<file path="config.mk">
export PLATFORM = sky130hd
export DESIGN_NAME = running_sum_xor_block_cipher_unit
export DESIGN_NICKNAME = d
export VERILOG_FILES = /design/src/rtl/rsxbc_pkg.sv /design/src/rtl/rsxbc_lane.sv /design/src/rtl/running_sum_xor_block_cipher_unit.sv
export VERILOG_INCLUDE_DIRS = /design/src /design/src/rtl
export SDC_FILE = /design/constraint.sdc
export NUM_CORES = 1
export LEC_CHECK = 0
export BUFFER_PORTS_ARGS = -buffer_cell sky130_fd_sc_hd__buf_2
export CAP_MARGIN = 20
export CORE_ASPECT_RATIO = 1.1
export CORE_MARGIN = 3
export CORE_UTILIZATION = 40
export DETAILED_ROUTE_END_ITERATION = 8
export PLACE_DENSITY = 0.69
export SETUP_SLACK_MARGIN = 0.02
export SLEW_MARGIN = 20
export SYNTH_ARGS = -nofsm -noshare
export SYNTH_HDL_FRONTEND = slang
export SYNTH_SLANG_ARGS = --single-unit
</file>
<file path="constraint.sdc">
create_clock -name aclk -period 20.4 [get_ports aclk]
set_input_delay 3.06 -clock aclk [delete_from_list [all_inputs] [get_ports aclk]]
set_output_delay 3.06 -clock aclk [all_outputs]
set_load 0.005 [all_outputs]
</file>
<file path="src/rtl/assert_macros.svh">
// Assertion macros used by the top-level RTL file.
`ifndef ASSERT_MACROS_SVH
`define ASSERT_MACROS_SVH

// Same-cycle implication, checked on every rising aclk outside reset.
`define ASSERT_SAME(label, ante, cons, msg) \
    label: assert property (@(posedge aclk) disable iff (!aresetn) (ante) |-> (cons)) \
        else $error(msg);

// Next-cycle implication, checked on every rising aclk outside reset.
`define ASSERT_NEXT(label, ante, cons, msg) \
    label: assert property (@(posedge aclk) disable iff (!aresetn) (ante) |=> (cons)) \
        else $error(msg);

`endif

</file>
<file path="src/rtl/rsxbc_pkg.sv">
// Package: types, constants and key schedule functions for the running-sum XOR cipher.
`timescale 1ns / 1ps

package rsxbc_pkg;

    localparam int LANE_W    = 16;
    localparam int NUM_LANES = 4;
    localparam int BLOCK_W   = LANE_W * NUM_LANES;
    localparam int SEED_W    = 32;

    localparam logic [SEED_W-1:0] KS_ADD0 = 32'h5D58_8B65;
    localparam logic [SEED_W-1:0] KS_SUB1 = 32'h359D_3E2A;
    localparam logic [SEED_W-1:0] KS_SUB2 = 32'h70E4_4324;
    localparam logic [SEED_W-1:0] KS_ADD3 = 32'h6C07_8965;

    typedef enum logic {
        FUNC_LOAD  = 1'b0,
        FUNC_BLOCK = 1'b1
    } func_t;

    // Per-lane control, shared by all lane units in a cycle.
    typedef struct packed {
        logic load;
        logic blk;
        logic encrypt;
    } lane_ctrl_t;

    typedef struct packed {
        logic [SEED_W-1:0] a;
        logic [SEED_W-1:0] b;
    } ks_ab_t;

    typedef struct packed {
        logic [SEED_W-1:0] c;
        logic [SEED_W-1:0] d;
    } ks_cd_t;

    // First half of the schedule: a and b, one adder deep each.
    function automatic ks_ab_t ks_first(input logic [SEED_W-1:0] seed);
        ks_ab_t r;
        r.a = seed ^ (seed + KS_ADD0);
        r.b = r.a ^ (seed - KS_SUB1);
        return r;
    endfunction

    // Second half: c and d from registered a and b.
    function automatic ks_cd_t ks_second(input ks_ab_t ab);
        ks_cd_t r;
        r.c = ab.b ^ (ab.a - KS_SUB2);
        r.d = r.c ^ (ab.b + KS_ADD3);
        return r;
    endfunction

endpackage

</file>
<file path="src/rtl/rsxbc_lane.sv">
// One 16-bit lane: key register, XOR and running-sum key update.
`timescale 1ns / 1ps

module rsxbc_lane
    import rsxbc_pkg::*;
(
    input  logic              aclk,
    input  logic              aresetn,
    input  lane_ctrl_t        ctrl,
    input  logic [LANE_W-1:0] load_key,
    input  logic [LANE_W-1:0] lane_in,
    output logic [LANE_W-1:0] lane_out,
    output logic [LANE_W-1:0] key_out
);

    logic [LANE_W-1:0] key_reg;
    logic [LANE_W-1:0] key_next;
    logic [LANE_W-1:0] plain;

    assign lane_out = lane_in ^ key_reg;
    assign plain    = ctrl.encrypt ? lane_in : lane_out;
    assign key_out  = key_reg;

    always_comb begin
        key_next = key_reg;
        if (ctrl.load) begin
            key_next = load_key;
        end else if (ctrl.blk) begin
            key_next = key_reg + plain;
        end
    end

    always_ff @(posedge aclk) begin
        if (!aresetn) begin
            key_reg <= '0;
        end else begin
            key_reg <= key_next;
        end
    end

endmodule

</file>
<file path="src/rtl/running_sum_xor_block_cipher_unit.sv">
// Top level of the running-sum XOR block cipher: handshakes, pipeline and key lanes.
//
//  Channel | Direction | Ports                                  | Moves
//  --------+-----------+----------------------------------------+---------------------------
//  s_      | in        | s_valid s_ready s_func s_seed s_block_in | key load or block transaction
//  m_      | out       | m_valid m_ready m_block_out            | one result per block
//  cfg_    | in        | cfg_valid cfg_ready cfg_encrypt_mode   | mode register write
//
// Two stages: an input register (holds the block and the first half of the key
// schedule) and the result register. The lane keys update in the second stage,
// so one transaction is taken every cycle unless a block waits on a stalled result; a
// block's result is registered as it executes. Load transactions give no result.
// Synchronous active-low reset clears the valid flags, lane keys and the mode.
// A stalled result holds the result register; the input register still drains
// load transactions, and s_ready falls only when both stages are full.
`timescale 1ns / 1ps

module running_sum_xor_block_cipher_unit
    import rsxbc_pkg::*;
(
    input  logic               aclk,
    input  logic               aresetn,

    input  logic               s_valid,
    output logic               s_ready,
    input  logic               s_func,
    input  logic [SEED_W-1:0]  s_seed,
    input  logic [BLOCK_W-1:0] s_block_in,

    output logic               m_valid,
    input  logic               m_ready,
    output logic [BLOCK_W-1:0] m_block_out,

    input  logic               cfg_valid,
    output logic               cfg_ready,
    input  logic               cfg_encrypt_mode
);

    `include "assert_macros.svh"

    // Mode register; writes are always taken.
    logic encrypt_reg;
    logic encrypt_next;

    // Input stage.
    logic               in_valid_reg;
    logic               in_valid_next;
    func_t              in_func_reg;
    ks_ab_t             in_ab_reg;
    logic [BLOCK_W-1:0] in_blk_reg;

    // Result stage.
    logic               out_valid_reg;
    logic               out_valid_next;
    logic [BLOCK_W-1:0] out_blk_reg;

    logic               s_fire;
    logic               out_free;
    logic               exec;
    logic               exec_blk;
    logic               exec_load;
    ks_cd_t             cd;
    logic [BLOCK_W-1:0] load_keys;
    logic [BLOCK_W-1:0] blk_out;
    logic [BLOCK_W-1:0] keys;
    lane_ctrl_t         lane_ctrl;

    assign cfg_ready = 1'b1;

    always_comb begin
        encrypt_next = encrypt_reg;
        if (cfg_valid) begin
            encrypt_next = cfg_encrypt_mode;
        end
    end

    // A load executes regardless of the result side; a block needs a free slot.
    assign out_free  = !out_valid_reg || m_ready;
    assign exec      = in_valid_reg && ((in_func_reg == FUNC_LOAD) || out_free);
    assign exec_blk  = exec && (in_func_reg == FUNC_BLOCK);
    assign exec_load = exec && (in_func_reg == FUNC_LOAD);
    assign s_ready   = !in_valid_reg || exec;
    assign s_fire    = s_valid && s_ready;

    always_comb begin
        in_valid_next = in_valid_reg;
        if (s_fire) begin
            in_valid_next = 1'b1;
        end else if (exec) begin
            in_valid_next = 1'b0;
        end
    end

    always_comb begin
        out_valid_next = out_valid_reg;
        if (exec_blk) begin
            out_valid_next = 1'b1;
        end else if (m_ready) begin
            out_valid_next = 1'b0;
        end
    end

    // Second half of the key schedule; lane 0 takes c[15:0], lane 3 d[31:16].
    assign cd        = ks_second(in_ab_reg);
    assign load_keys = {cd.d, cd.c};

    assign lane_ctrl.load    = exec_load;
    assign lane_ctrl.blk     = exec_blk;
    assign lane_ctrl.encrypt = encrypt_reg;

    for (genvar j = 0; j < NUM_LANES; j++) begin : g_lane
        rsxbc_lane u_lane (
            .aclk     (aclk),
            .aresetn  (aresetn),
            .ctrl     (lane_ctrl),
            .load_key (load_keys[j*LANE_W +: LANE_W]),
            .lane_in  (in_blk_reg[j*LANE_W +: LANE_W]),
            .lane_out (blk_out[j*LANE_W +: LANE_W]),
            .key_out  (keys[j*LANE_W +: LANE_W])
        );
    end

    // Control state.
    always_ff @(posedge aclk) begin
        if (!aresetn) begin
            encrypt_reg   <= 1'b0;
            in_valid_reg  <= 1'b0;
            out_valid_reg <= 1'b0;
        end else begin
            encrypt_reg   <= encrypt_next;
            in_valid_reg  <= in_valid_next;
            out_valid_reg <= out_valid_next;
        end
    end

    // Payload; first half of the key schedule is done on the way in.
    always_ff @(posedge aclk) begin
        if (s_fire) begin
            in_func_reg <= func_t'(s_func);
            in_ab_reg   <= ks_first(s_seed);
            in_blk_reg  <= s_block_in;
        end
        if (exec_blk) begin
            out_blk_reg <= blk_out;
        end
    end

    assign m_valid     = out_valid_reg;
    assign m_block_out = out_blk_reg;

    // A new result only appears right after a block executed.
    `ASSERT_SAME(a_result_from_block, $rose(out_valid_reg), $past(exec_blk), "result without block")
    // Input side only stalls when the input stage is holding a transaction.
    `ASSERT_SAME(a_stall_needs_item, !s_ready, in_valid_reg && !exec, "spurious input stall")
    // Lane keys change only when a transaction executes.
    `ASSERT_NEXT(a_keys_hold, !exec, $stable(keys), "lane keys changed while idle")
    // A taken result with no block behind it leaves the result stage empty.
    `ASSERT_NEXT(a_result_drains, out_valid_reg && m_ready && !exec_blk, !out_valid_reg,
                 "result repeated")

endmodule
</file>
==> results of run 1 <==
[critical path, cell delays in order]
cell and delay [ps]:
buf_2 100, nor2b_1 280, nand3_1 140, buf_2 150
[cells by family after synthesis]
kind of cell,Yosys count,synth area share [%]
muxes,10,0.641
buffers and inverters,85,2.09
xor gates and xnor gates,278,15.8
and+or+nand+nor,394,12.8
adders and majority gates,77,6.28
DFF,259,44.9
AOI/OAI and AO/OA,396,17.4
other,1,0.0237
[per-stage QoR]
stage	setup WS, ps	hold WS (ps)	util [%]
after detailed placement	13620	508	44.5
after global routing	13580	542	46.8
after global placement	13630	500	44.5
final	13600	517	46.8
after CTS	13610	518	46.8
after floorplan	10190	469	-
[area by class of cell]
class	instances	area, um^2
multi-input cells	1156	8390
well taps	500	626
inverters	32	121
fillers	3541	20500
repair buffers	178	920
flip-flops and latches	259	7110
clock inverters	18	208
clock buffers	30	687
[metal layers]
| metal | up-vias | global-route usage [%] | share of wire (%) |
|---|---|---|---|
| met5 | - | 0 | 0.079 |
| met4 | 4 | 5.18 | 2.6 |
| met3 | 67 | 2.66 | 6.0 |
| met1 | 5600 | 26.0 | 46 |
| met2 | 349 | 29.1 | 45 |
| li1 | 5794 | - | - |
[worst max path at each step]
stage,depth (start not counted),start,end,slack (ps)
finish,4,m_ready,s_ready,13600
detailed placement,4,m_ready,s_ready,13620
floorplan,2,m_ready,in_ab_reg[0],10190
CTS,4,m_ready,s_ready,13610
global placement,4,m_ready,s_ready,13630
global route,4,m_ready,s_ready,13580
[report_power, final]
part           internal (W)  switching (W)
clock              0.000285       0.000215
combinational      0.000157       0.000204
sequential         0.000616      0.0000434
[synthesized netlist by cell type, types with 25 or more instances]
cell      instances  area [um^2]
a21o_1           30          225
a21oi_1          93          465
clkbuf_1         44          165
dfxtp_1          67         1340
edfxtp_1        192         5770
ha_1             73          913
inv_1            32          120
nand2_1          97          364
nand2b_1         75          469
nand3_1          35          175
nor2_1           76          285
o211ai_1         25          188
o21ai_0          71          355
xnor2_1         156         1370
xor2_1          117         1020
[cells in the final DEF (no fill, tap or decap), types with 8 or more instances in the layout]
cell and n:
buf_2 168, nor2b_1 12, nor2_1 76, inv_1 31
o221ai_1 9, xor2_1 117, o31ai_1 8, o21a_1 13
o21ai_0 71, ha_1 73, nand2_1 97, and3_1 11
a21oi_1 93, o21ai_1 13, nand2b_1 75, o211a_1 11
nand3_1 35, a31oi_1 14, or3_1 10, edfxtp_1 192
buf_4 9, mux2i_1 9, o211ai_1 25, a22oi_1 9
a21o_1 30, a221o_1 8, and2_1 11, xnor2_1 156
dfxtp_1 67, clkbuf_16 27, a211oi_1 16, nor3_1 16
nor4_1 10, nand4_1 8
==> flow_metrics.tcl, run 1 <==
set metrics [dict create \
    yosysSeqAreaShare_pct 44.9 \
    p_leak_nw 7.14 \
    synthDistinctLibCells 93 \
    rrSetupSlack_ps 16240 \
    min_from "g_lane[2].u_lane.key_out[0]" \
    post-route-period-util_pct 33.3 \
    num_rows 75 \
    numCtsBuffers 27 \
    io_pins 170 \
    final_area_um2 18100 \
    post-dp-hpwl_um 29100 \
    drive_gt1_share_pct 16.1 \
    fp.dieArea_um2 42000 \
    cp.required_ps 17340 \
    min_to "g_lane[2].u_lane.key_out[0]" \
    diodes 0 \
    rsz0062_at_grt "no" \
    drc 0 \
    path_clk_slew_ps 70 \
    drt-pass1-iter-count 5 \
    min_path_type "reg2reg" \
    total_power_w 0.00152 \
    coreArea_um2 38600 \
    gr-total-overflow 0 \
    slew_headroom_pct 27.9 \
    status "complete, no violations" \
    end_kind "primary output" \
    p_per_area_nw_per_um2 84.2 \
    cts_htree_levels 1 \
    dpl.cell_count 2125 \
    setup_viol 0 \
    rr_worst_depth 12 \
    synthesis.area_um2 15800 \
    port_buffers 168 \
    synth_top_flop_cell "edfxtp_1" \
    routed_wl_um 39400 \
    wl_per_cell_um 18.1 \
    crit_path_start_kind "input port" \
    skew_ps 17.3 \
    die_w_um 196 \
    syn_to_final_growth_pct 14.2 \
    rr_startpoint "encrypt_reg" \
    cts_tree "yes" \
    maxCapViolations 0 \
    cts_resized 0 \
    dieHeight_um 215 \
    num_vias 11800 \
    numClockSinks 259 \
    reg2reg_to "g_lane[1].u_lane.key_out[12]" \
    grt_pass1_wl_um 63200 \
    critPathMaxFanout 3 \
    antenna_found_initial 2 \
    ys_seq_elements 259 \
    fmax_mhz 147 \
    synth_edf_count 192 \
    whs_path_depth 2 \
    worst-setup-path-type "in2out" \
    min_period_ps 6800 \
    report.final.slew_viol_count 0 \
    syn_nets 1680 \
    setup-tns-final_ps 0 \
    drtIter0Drc 774 \
    syn_area_per_cell_um2 10.5 \
    yosysWarnings 0 \
    cts_root_buffer "clkbuf_16" \
    ir_drop_uv 52.4 \
    grt_util_all_layers_pct 18.3 \
    clk_latency_ps 550 \
    vias_per_cell 5.44 \
    grt_max_degree 83 \
    postCtsSetupRepairBufs 0 \
    ant_nets 0 \
    placed_area_um2 17200 \
    gp_congestion 0.908 \
    cts.path.max_buffers 3 \
    syn_inst 1500 \
    finalHoldViolations 0 \
    fin_nets 1834 \
    cts_hold_buf 0 \
    layoutNonFillerInstCount 2173 \
    grt_pass1_vias 11600 \
    initial_core_util_pct 41.0 \
    synth_async_sr_flop_share_pct 0 \
    worstMarginPinSlew_ps 1080 \
    cp_data_arrival_time_ps 3740 \
]
No activity file was read; power rests on OpenSTA's default activity.
==> run 2, diff against run 1 <==
PLACE_DENSITY = 0.71   (was 0.69)
clock period = 5.5 ns   (was 20.4 ns; I/O delays follow)
==> flow_metrics.tcl, run 2 (synthesis gave the netlist of run 1 again) <==
set metrics [dict create \
    die_w_um 196 \
    p_leak_nw 7.17 \
    cts_htree_levels 1 \
    cts.path.max_buffers 3 \
    skew_ps 17.9 \
    cp_slowest_stage_delay_ps 710 \
    ir_drop_uv 287 \
    worst-setup-path-type "reg2reg" \
    drt-pass1-iter-count 5 \
    cts_hold_buf 0 \
    numClockSinks 259 \
    crit_path_start_kind "flop" \
    grt_pass1_wl_um 63400 \
    critPathSlowestCell "dfxtp_2" \
    pre_cts_slack_ps 1790 \
    grt_util_all_layers_pct 18.4 \
    p_per_area_nw_per_um2 314 \
    routed_wl_um 39800 \
    post-dp-hpwl_um 29800 \
    cts_resized 0 \
    whs_ps 435 \
    finalHoldViolations 0 \
    initial_core_util_pct 41.0 \
    grt_pass1_vias 11900 \
    fp.dieArea_um2 42000 \
    rrSetupSlack_ps 2100 \
    final_area_um2 18100 \
    utilization_pct 46.9 \
    wl_per_cell_um 18.3 \
    min_period_ps 3400 \
    ant_nets 0 \
    cp.buffers_inverters 0 \
    final_common_cell "edfxtp_1" \
    fin_ws_ps 2100 \
    antenna_found_initial 0 \
    fin_nets 1835 \
    critPathMaxFanout 38 \
    rsz0062_at_grt "no" \
    min_path_type "in2reg" \
    numCtsBuffers 28 \
    num_rows 75 \
    fillCellCount 3494 \
    report.final.slew_viol_count 0 \
    critPathTopFamily "compound AO/OA/AOI/OAI gates" \
    port_buffers 168 \
    drive_gt1_share_pct 15.9 \
    placed_area_um2 17200 \
    post-route-period-util_pct 61.8 \
    worstMarginPinSlew_ps 1090 \
    slew_headroom_pct 26.8 \
    path_clk_slew_ps 70 \
    io_pins 170 \
    postCtsSetupRepairBufs 0 \
    diodes 0 \
    gp_congestion 0.960 \
    cp_data_arrival_time_ps 3840 \
    maxCapViolations 0 \
    drc 0 \
    crit_path_cell_trace "nand2b_1, xnor2_1, ha_1, fa_1, a211oi_1, o21ai_0, o31ai_1, o21a_1, o21bai_1, xor2_1, a221o_1" \
    setup_viol 0 \
    status "complete, no violations" \
    dieHeight_um 215 \
    cts_root_buffer "clkbuf_16" \
    fmax_mhz 294 \
    cts_tree "yes" \
    drtIter0Drc 1039 \
    gr-total-overflow 0 \
    multi_input_area_um2 8390 \
    grt_max_degree 84 \
    cp.required_ps 5940 \
    clk_latency_ps 560 \
    syn_to_final_growth_pct 14.5 \
    num_vias 11900 \
    vias_per_cell 5.47 \
    register_area_um2 7110 \
    final_cell_mix "edfxtp_1, buf_2, xnor2_1" \
    coreArea_um2 38600 \
    end_kind "flop" \
    setup-tns-final_ps 0 \
]
run 2: cell types whose count changed in the layout (fill, tap and decap cells not counted):
cell,before,now
inv_6,6,1
clkinv_1,1,5
clkbuf_1,3,6
clkbuf_16,27,29
clkinv_2,2,4
clkinv_4,3,1
buf_12,0,1
buf_6,1,0
clkbuf_8,0,1
clkinvlp_4,4,3
dfxtp_1,67,66
dfxtp_2,0,1
run 2: layout make-up:
class                           count  area share (%)
Clock buffer                       36            4.21
Clock inverter                     16           0.906
Inverter                           32           0.670
Multi-Input combinational cell   1156            46.4
Sequential cell                   259            39.3
Tap cell                          500            3.46
Timing Repair Buffer              178            5.13
run 2: final timing paths:
kind | from | to | cells past startpoint
max reg2reg | encrypt_reg | g_lane[1].u_lane.key_out[12] | 11
min | s_block_in[33] | in_blk_reg[33] | 1
max | encrypt_reg | g_lane[1].u_lane.key_out[12] | 11
min reg2reg | g_lane[2].u_lane.key_out[2] | g_lane[2].u_lane.key_out[2] | 2
run 2: metrics by stage:
stage / power [W] / std cells
3_3_place_gp: 0.00378 / 2124
4_1_cts: 0.00573 / 2176
5_1_grt: 0.00598 / 2177
2_1_floorplan: 0.00344 / 1500
6_report: 0.00569 / 2177
3_5_place_dp: 0.00381 / 2124
run 2: power breakdown:
part           total [W]  internal [W]  leakage [nW]  switching, W
Clock            0.00190       0.00112         0.443      0.000778
Sequential       0.00245       0.00229          2.39      0.000168
Combinational    0.00133      0.000586          4.33      0.000749
run 2: routing by layer:
metal	GRT usage [%]	wire, um
met5	0	0
met4	5.63	1080
met3	3.00	2670
met2	29.1	17800
met1	25.8	18200
